==> config.mk <==
export PLATFORM = sky130hd
export DESIGN_NAME = ssa_ctrl
export DESIGN_NICKNAME = d
export VERILOG_FILES = /design/src/hdl/ssa_pkg.sv /design/src/hdl/ssa_ctrl.sv
export SDC_FILE = /design/constraint.sdc
export NUM_CORES = 1
export LEC_CHECK = 0
export CAP_MARGIN = 30
export CORE_AREA = 2 2 39 41
export DETAILED_ROUTE_END_ITERATION = 10
export DIE_AREA = 0 0 41 43
export DONT_BUFFER_PORTS = 1
export PLACE_DENSITY = 0.42
export SYNTH_ARGS = -nofsm -noshare
export SYNTH_HDL_FRONTEND = slang
export SYNTH_SLANG_ARGS = --single-unit
==> constraint.sdc <==
create_clock -name clock -period 0.85 [get_ports clock]
set_input_delay 0.0425 -clock clock [delete_from_list [all_inputs] [get_ports clock]]
set_output_delay 0.0425 -clock clock [all_outputs]
set_load 0.01 [all_outputs]
==> src/hdl/ssa_pkg.sv <==
// Shared constants, codes and control types for the sprite slot allocator.
`default_nettype none

package ssa_pkg;

   // Default sizes
   localparam int SLOT_COUNT_DEF  = 128;
   localparam int GROUP_COUNT_DEF = 32;

   // Field widths
   localparam int CMD_W    = 3;
   localparam int ATTR_W   = 48;
   localparam int SLOT_W   = 8;
   localparam int GROUP_W  = 5;
   localparam int COEF_W   = 16;
   localparam int ROT_W    = 4 * COEF_W;
   localparam int STATUS_W = 2;
   localparam int GRANT_W  = 7;

   // Free-slot search is split into chunks of this many bits
   localparam int CHUNK_BITS  = 16;
   localparam int CHUNK_IDX_W = 4;

   // Command codes
   localparam logic [CMD_W-1:0] CMD_ALLOC = 3'd0;
   localparam logic [CMD_W-1:0] CMD_FREE  = 3'd1;
   localparam logic [CMD_W-1:0] CMD_ROT   = 3'd2;
   localparam logic [CMD_W-1:0] CMD_READ  = 3'd3;
   localparam logic [CMD_W-1:0] CMD_CLEAR = 3'd4;

   // Result status codes
   localparam logic [STATUS_W-1:0] RSP_OK        = 2'd0;
   localparam logic [STATUS_W-1:0] RSP_FULL      = 2'd1;
   localparam logic [STATUS_W-1:0] RSP_RANGE     = 2'd2;
   localparam logic [STATUS_W-1:0] RSP_NOT_ALLOC = 2'd3;

   // Controller to datapath
   typedef struct packed {
      logic                capture;
      logic                alloc_wr;
      logic                free_wr;
      logic                rot_wr;
      logic                clear_all;
      logic                read_out;
      logic                alloc_out;
      logic                slot_out;
      logic                rsp_load;
      logic [STATUS_W-1:0] status;
   } ctl_cmd_type;

   // Datapath to controller
   typedef struct packed {
      logic table_full;
      logic slot_in_range;
      logic slot_used;
      logic group_in_range;
   } dp_status_type;

endpackage

`default_nettype wire

==> src/hdl/ssa_ctrl.sv <==
// Controller: two-state sequencer that decodes the command and steers the datapath.
`default_nettype none

module ssa_ctrl (
   input  wire logic                         clock,
   input  wire logic                         reset,
   input  wire logic                         start,
   input  wire logic [ssa_pkg::CMD_W-1:0]    req_command,
   input  wire ssa_pkg::dp_status_type       dp_status,
   output logic                              busy,
   output ssa_pkg::ctl_cmd_type              ctl_cmd
);

   import ssa_pkg::*;

   localparam logic STATE_IDLE   = 1'b0;
   localparam logic STATE_FINISH = 1'b1;

   logic             state_ff;
   logic             state_in;
   logic [CMD_W-1:0] cmd_ff;
   logic [CMD_W-1:0] cmd_in;
   logic             capture;

   assign busy    = (state_ff == STATE_FINISH);
   assign capture = start && !busy;

   always_comb begin
      state_in = state_ff;
      cmd_in   = cmd_ff;
      unique case (state_ff)
         STATE_IDLE: begin
            if (capture) begin
               state_in = STATE_FINISH;
               cmd_in   = req_command;
            end
         end
         STATE_FINISH: begin
            state_in = STATE_IDLE;
         end
         default: begin
            state_in = STATE_IDLE;
         end
      endcase
   end

   always_ff @(posedge clock) begin
      if (reset) begin
         state_ff <= STATE_IDLE;
         cmd_ff   <= CMD_ALLOC;
      end else begin
         state_ff <= state_in;
         cmd_ff   <= cmd_in;
      end
   end

   always_comb begin
      ctl_cmd          = '0;
      ctl_cmd.capture  = capture;
      ctl_cmd.status   = RSP_OK;
      if (busy) begin
         ctl_cmd.rsp_load = 1'b1;
         unique case (cmd_ff)
            CMD_ALLOC: begin
               if (dp_status.table_full) begin
                  ctl_cmd.status = RSP_FULL;
               end else begin
                  ctl_cmd.alloc_wr  = 1'b1;
                  ctl_cmd.alloc_out = 1'b1;
               end
            end
            CMD_FREE: begin
               ctl_cmd.slot_out = 1'b1;
               if (!dp_status.slot_in_range) begin
                  ctl_cmd.status = RSP_RANGE;
               end else if (!dp_status.slot_used) begin
                  ctl_cmd.status = RSP_NOT_ALLOC;
               end else begin
                  ctl_cmd.free_wr = 1'b1;
               end
            end
            CMD_ROT: begin
               ctl_cmd.rot_wr = dp_status.group_in_range;
            end
            CMD_READ: begin
               ctl_cmd.slot_out = 1'b1;
               if (!dp_status.slot_in_range) begin
                  ctl_cmd.status = RSP_RANGE;
               end else begin
                  ctl_cmd.read_out = 1'b1;
               end
            end
            CMD_CLEAR: begin
               ctl_cmd.clear_all = 1'b1;
            end
            default: begin
               ctl_cmd.status = RSP_OK;
            end
         endcase
      end
   end

`ifndef SYNTHESIS
   a_finish_one_cycle: assert property (@(posedge clock) disable iff (reset)
      busy |=> !busy)
      else $error("controller stayed busy past one cycle");

   a_accept_goes_busy: assert property (@(posedge clock) disable iff (reset)
      (start && !busy) |=> busy)
      else $error("accepted item did not start work");

   a_one_write: assert property (@(posedge clock) disable iff (reset)
      $onehot0({ctl_cmd.alloc_wr, ctl_cmd.free_wr, ctl_cmd.rot_wr, ctl_cmd.clear_all}))
      else $error("more than one state update in one cycle");
`endif

endmodule

`default_nettype wire

==> impl_results.md, run 1 <==
- CP Class: reg -> out
- H-tree depth: 1
- Die Span Y: 43 um
- Die Wd: 41 um
- Final ANT Viol Nets: 0
- Total routed wirelength: 787 um
- Post-route DRC: 0
- Synthesized area per cell: 8.395 um^2
- Largest net degree at the start of global routing: 9
- Fin nets: 59
- Vias per cell: 4.656
- Post-synth net total: 41
- First-pass GRT wire length: 1262 um
- Detailed Place HPWL: 555.6 um
- Row count: 14
- Antenna Cells: 0
- Rel. slew slack: 86.38%
- Failing checks: setup timing
- IO buf count: 0
- #FFs+latches synth: 4
- Fraction of layout cells with a size suffix above 1: 64.58%
- Peak supply drop: 0.9358 mV
- Startpoint Class: flip-flop
- # IOs: 22
- Fin. Hold Viols: 0
- Yosys cell types: 18
- CTS buffer count: 3
- Final setup fails: 16
- Clock sinks: 4
- Later-pin clock latency in the skew report: 0.24 ns
- Status: finished, violations left
- Clock Tree Root: clkbuf_4
- DR iter-0 viols: 2
- Max-slew violation count: 0
- Critical-path maximum fanout: 3
- Syn. warnings: 0
- Aggregate global routing overflow: 0
- Routed vias: 298
- Hold Path Class: in -> out
- Hold Startpoint: dp_status[0]
- Number of global-route vias before repair: 296
- Reg2Reg Launch Point: busy
- GRT Total Usage: 11.62%
- Cell family with most CP delay: simple AND/OR/NAND/NOR gates
- Sequential share of the synthesized area: 30.77%
- CP peak stage delay: 0.34 ns
- Wire per inst: 12.30 um
- Worst EP arrival: 1.13 ns
- Final period util: 137.9%
- Crit path time final: 1.172 ns
- Longest Clk Path Bufs: 2
- Peak Freq: 853.2 MHz
- Worst-path clk slew: 0.04 ns
- CP Cell Sequence: nor2b_4 -> and2_4 -> and4b_1
- Most frequent cells in the layout: buf_4 (8), buf_6 (5), dlygate4sd3_1 (4)
- Core Area: 0.001384 mm^2
- PD cells: 1254 mW/mm^2
- GPL Wtd Cong: 0.6969
- Synthesized instance count: 31
- Buf/Inv on CP: 0
- Initial antenna violation count: 0
- CP Data Required Time: 0.81 ns
- Starting Density: 18.81%
- Area grow syn2layout: 91.83%
- Tot Pwr: 626.0 uW
- CP max stage cell: dfxtp_4
- Final worst setup slack: -0.3221 ns
- Setup crit start: busy
- Pleak: 0.2211 nW
- RSZ-0062 raised after global routing: true
- Die area: 0.001763 mm^2
- Max capacitance violation total: 0
- Place WS: -0.1290 ns
- CTS tree: done
- DRT Pass-1 Iters: 2
- Most common cell after layout, fill and taps aside: buf_4
- Worst setup EP type: output pin
- Tightest Pin Transition: 0.2037 ns
- Synthesized area: 260.3 um^2
- Clock Skew: 0.003823 ns
## where the power goes
group | total [mW] | internal, mW | switching (mW)
combinational | 0.147 | 0.0906 | 0.0565
sequential | 0.220 | 0.200 | 0.0202
clock | 0.259 | 0.176 | 0.0824
total | 0.626 | 0.467 | 0.159
## area by class of cell
| cell class | instances | area [um^2] |
|---|---|---|
| Fill cell | 145 | 884.6 |
| Multi-Input combinational cell | 22 | 202.7 |
| Timing Repair Buffer | 17 | 156.4 |
| Sequential cell | 4 | 90.09 |
| Clock buffer | 4 | 26.28 |
| Tap cell | 16 | 20.02 |
| Inverter | 1 | 3.754 |
## final timing paths
kind / slack, ns / to / depth (start not counted)
worst max-delay path: -0.32 / ctl_cmd[8] / 3
worst min register to register: 0.59 / cmd_ff[1] / 2
worst min-delay path: 0.21 / ctl_cmd[7] / 2
worst max register to register: -0.12 / cmd_ff[0] / 4
## routing by layer
metal / track usage (%) / routed length [um]
met3: 3.141 / 78
met5: 0 / 0
met4: 12.00 / 34
met1: 9.265 / 254
met2: 19.69 / 419
## cell usage after synthesis
master / count / area [um^2]
and2_4: 1 / 8.760
and3_1: 2 / 12.51
and3b_1: 1 / 8.760
and4b_1: 1 / 10.01
buf_2: 1 / 5.000
buf_4: 3 / 22.52
dfxtp_1: 4 / 80.08
inv_1: 1 / 3.750
mux2i_1: 3 / 30.03
nand2_1: 2 / 7.510
nand3_1: 1 / 5.000
nor2_1: 4 / 15.01
nor2b_1: 2 / 12.51
nor2b_4: 1 / 13.76
nor3_1: 1 / 5.000
nor4b_1: 1 / 8.760
o21ai_0: 1 / 5.000
o22ai_1: 1 / 6.260
## registers in the layout, indices dropped and copies added (netlist names)
register	cells
cmd_ff	3
busy	1
## metrics by stage
step                      utilization [%]  std cells  cell area, um^2  TNS [ns]  hold WS (ns)
after global placement              24.32         51            336.6   -0.5131        0.1079
final                               36.08         64            499.2    -3.046        0.2077
after detailed placement            24.32         51            336.6   -0.7685        0.1095
after CTS                           33.73         62            466.7    -3.022        0.2050
after global routing                36.08         64            499.2    -4.187        0.2116
after floorplan                         -         31            284.0   -0.5591        0.1044
## kinds of logic (layout without fill, tap and decap cells)
| group | after synthesis | in the layout | synth area share [%] |
|---|---|---|---|
| and+or+nand+nor | 17 | 17 | 41.34 |
| DFF | 4 | 4 | 30.77 |
| buffers and inverters | 5 | 22 | 12.02 |
| muxes | 3 | 3 | 11.54 |
| AOI/OAI and AO/OA | 2 | 2 | 4.327 |
## timing repair
action                                 in CTS  in global routing
pin swaps                                   2                  2
setup endpoints to repair                  13                 14
resized for setup                          13                  5
setup buffers                               3                  2
endpoints found under the hold margin       4                  0
hold buffers                                4                  0
Note: power is estimated with default switching activity, not from simulation.
==> inputs of run 2 (changes only) <==
--- a/config.mk
+++ b/config.mk
@@ -14,3 +14,4 @@
 export SYNTH_ARGS = -nofsm -noshare
 export SYNTH_HDL_FRONTEND = slang
 export SYNTH_SLANG_ARGS = --single-unit
+export TNS_END_PERCENT = 5
==> run 2 against run 1 <==
Net effect:
- the flow still finishes with violations (setup timing)
- final cell count decreased by 6.3%
- design area decreased by 15%
- critical path depth unchanged
- worst hold slack improved by 0.0013 ns
- clock-buffer cell count unchanged
- wire length decreased by 17%
- non-clock buffer count decreased by 4
- clock power about the same
- first-iteration DRC count unchanged
- clock skew increased by 0.0015 ns
- die area unchanged
- sequential power about the same
==> impl_results.md, run 2 (same netlist as run 1, synthesis figures left out) <==
- CTS buffer count: 3 (unchanged)
- Most frequent cells in the layout: buf_4 (9), dlygate4sd3_1 (4), mux2i_1 (3), nor2_1 (3), clkbuf_4 (3)
- Peak Freq: 833.5 MHz (-2.3%)
- Reg with most FFs: cmd_ff
- Clock power frac: 44.0% (+2.6 points)
- GPL Wtd Cong: 0.6598 (-5.3%)
- Switching share of total power: 24.85% (-0.58 points)
- Aggregate global routing overflow: 0 (unchanged)
- Sequential share of power: 37.1% (+2.0 points)
- Pleak: 0.1922 nW (-13%)
- Clock Skew: 0.005366 ns (+0.001543 ns)
- Most common cell after layout, fill and taps aside: buf_4
- Clock sinks: 4 (unchanged)
- Peak supply drop: 0.8476 mV (-9.4%)
- Rel. slew slack: 87.26% (+0.88 points)
- Largest net degree at the start of global routing: 9 (unchanged)
- Number of global-route vias before repair: 257 (-13%)
- Pint: 444.1 uW (-4.9%)
- Max-slew violation count: 0 (unchanged)
- Fin. Hold Viols: 0 (unchanged)
- Die Wd: 41 um (unchanged)
- Die area: 0.001763 mm^2 (unchanged)
- Seq. cell area: 90.09 um^2 (unchanged)
- Final period util: 141.2% (+3.3 points)
- Startpoint Class: flip-flop
- Detailed Place HPWL: 508.8 um (-8.4%)
- CTS tree: done
- Routed vias: 273 (-8.4%)
- Crit path time final: 1.200 ns (+0.02770 ns)
- PD cells: 1389 mW/mm^2 (+11%)
- Fraction of layout cells with a size suffix above 1: 52.27% (-12 points)
- Setup crit start: busy
- Fin nets: 55 (-6.8%)
- CP Data Required Time: 0.81 ns (about the same)
- Antenna Cells: 0 (unchanged)
- Reg2Reg Launch Point: busy
- Later-pin clock latency in the skew report: 0.24 ns (about the same)
- GRT Total Usage: 9.118% (-2.5 points)
- Final setup fails: 13 (-3)
- DRT Pass-1 Iters: 4 (+2)
- Critical-path maximum fanout: 5 (+2)
- First-pass GRT wire length: 966 um (-23%)
- # IOs: 22 (unchanged)
- H-tree depth: 1 (unchanged)
- Hold Startpoint: start
- Area grow syn2layout: 63.46%
- Worst setup EP type: output pin
- Longest Clk Path Bufs: 2 (unchanged)
- Row count: 14 (unchanged)
- Placed Instances: 51 (unchanged)
- Worst EP arrival: 1.16 ns (+0.03 ns)
- Final ANT Viol Nets: 0 (unchanged)
- Total routed wirelength: 652 um (-17%)
- Starting Density: 18.81% (unchanged)
- Die Span Y: 43 um (unchanged)
- Max reg flops: 3 (unchanged)
- CP peak stage delay: 0.34 ns (about the same)
- IO buf count: 0 (unchanged)
- Failing checks: setup timing
- Core Area: 0.001384 mm^2 (unchanged)
- Initial antenna violation count: 0 (unchanged)
- Final worst setup slack: -0.3498 ns (-0.02770 ns)
- Worst-path clk slew: 0.04 ns (about the same)
- Status: finished, violations left
- CP max stage cell: dfxtp_4
- Clock Tree Root: clkbuf_4
- Vias per cell: 4.550 (-2.3%)
- Multi-input logic area: 177.7 um^2 (-12%)
- CP Cell Sequence: nor2b_4 -> and2_4 -> and4b_1
- RSZ-0062 raised after global routing: true
- Tightest Pin Transition: 0.1892 ns (-0.01451 ns)
- Buf/Inv on CP: 0 (unchanged)
- Cell family with most CP delay: simple AND/OR/NAND/NOR gates
- Power share of the combinational group: 18.9% (-4.6 points)
- Setup total negative slack: -2.848 ns (+0.1979 ns)
- DR iter-0 viols: 2 (unchanged)
- CP Class: reg -> out
- Net Sw Power: 146.9 uW (-7.7%)
- Post-Layout Cell Count: 60 (-6.3%)
- Wire per inst: 10.87 um (-12%)
- Post-route DRC: 0 (unchanged)
- Max capacitance violation total: 0 (unchanged)
- Layout fillers: 147 (+1.4%)
- Hold Path Class: in -> reg
-- run 2: final timing paths --
check / cells after the start / slack (ns) / end
min reg2reg: 2 / 0.58 / cmd_ff[1]
max reg2reg: 4 / -0.10 / cmd_ff[0]
max: 3 / -0.35 / ctl_cmd[8]
min: 3 / 0.21 / busy
-- run 2: stage by stage --
stage / worst slack, ns / hold slack, ns / utilization, % / area, um^2 / total power [mW]
floorplan: -0.1563 / 0.1044 / - / 279.0 / 0.2856
detailed placement: -0.1133 / 0.1073 / 23.96 / 331.6 / 0.3115
finish: -0.3498 / 0.2089 / 30.74 / 425.4 / 0.5909
global placement: -0.08681 / 0.1080 / 23.96 / 331.6 / 0.3069
CTS: -0.3555 / 0.2042 / 30.65 / 424.2 / 0.6050
global route: -0.4176 / 0.2110 / 30.74 / 425.4 / 0.6473
-- run 2: tightest hold or removal path, cell delays in order --
cell and delay (ns):
nor2b_1 0.10, buf_4 0.15, nor2b_1 0.12
-- run 2: per-layer routing --
metal | vias to the layer above | share of wire, % | global-route usage [%]
met1 | 124 | 37 | 7.668
met5 | - | 0 | 0
met3 | 2 | 10 | 1.571
li1 | 129 | - | -
met2 | 18 | 49 | 14.37
met4 | 0 | 3.4 | 12.00
-- run 2: repair_timing --
action,CTS,global route
hold buffers,4,0
buffers inserted,1,0
hold endpoints to repair,4,0
endpoints found under the setup margin,13,13
gates resized for setup,7,1
pin swaps,2,1
-- run 2: power by group through the flow --
stage                     sequential (mW)  combinational [mW]  clock, mW
after floorplan                     0.220              0.0656          0
final                               0.219               0.112      0.260
after detailed placement            0.221              0.0901          0
after CTS                           0.219               0.113      0.273
after global placement              0.220              0.0873          0
after global routing                0.222               0.123      0.302
-- run 2: final cells by class --
class	count	share of cell area (%)
repair buffers	13	25.29
well taps	16	4.706
flip-flops and latches	4	21.18
inverters	1	0.8824
multi-input cells	22	41.76
clock buffers	4	6.176
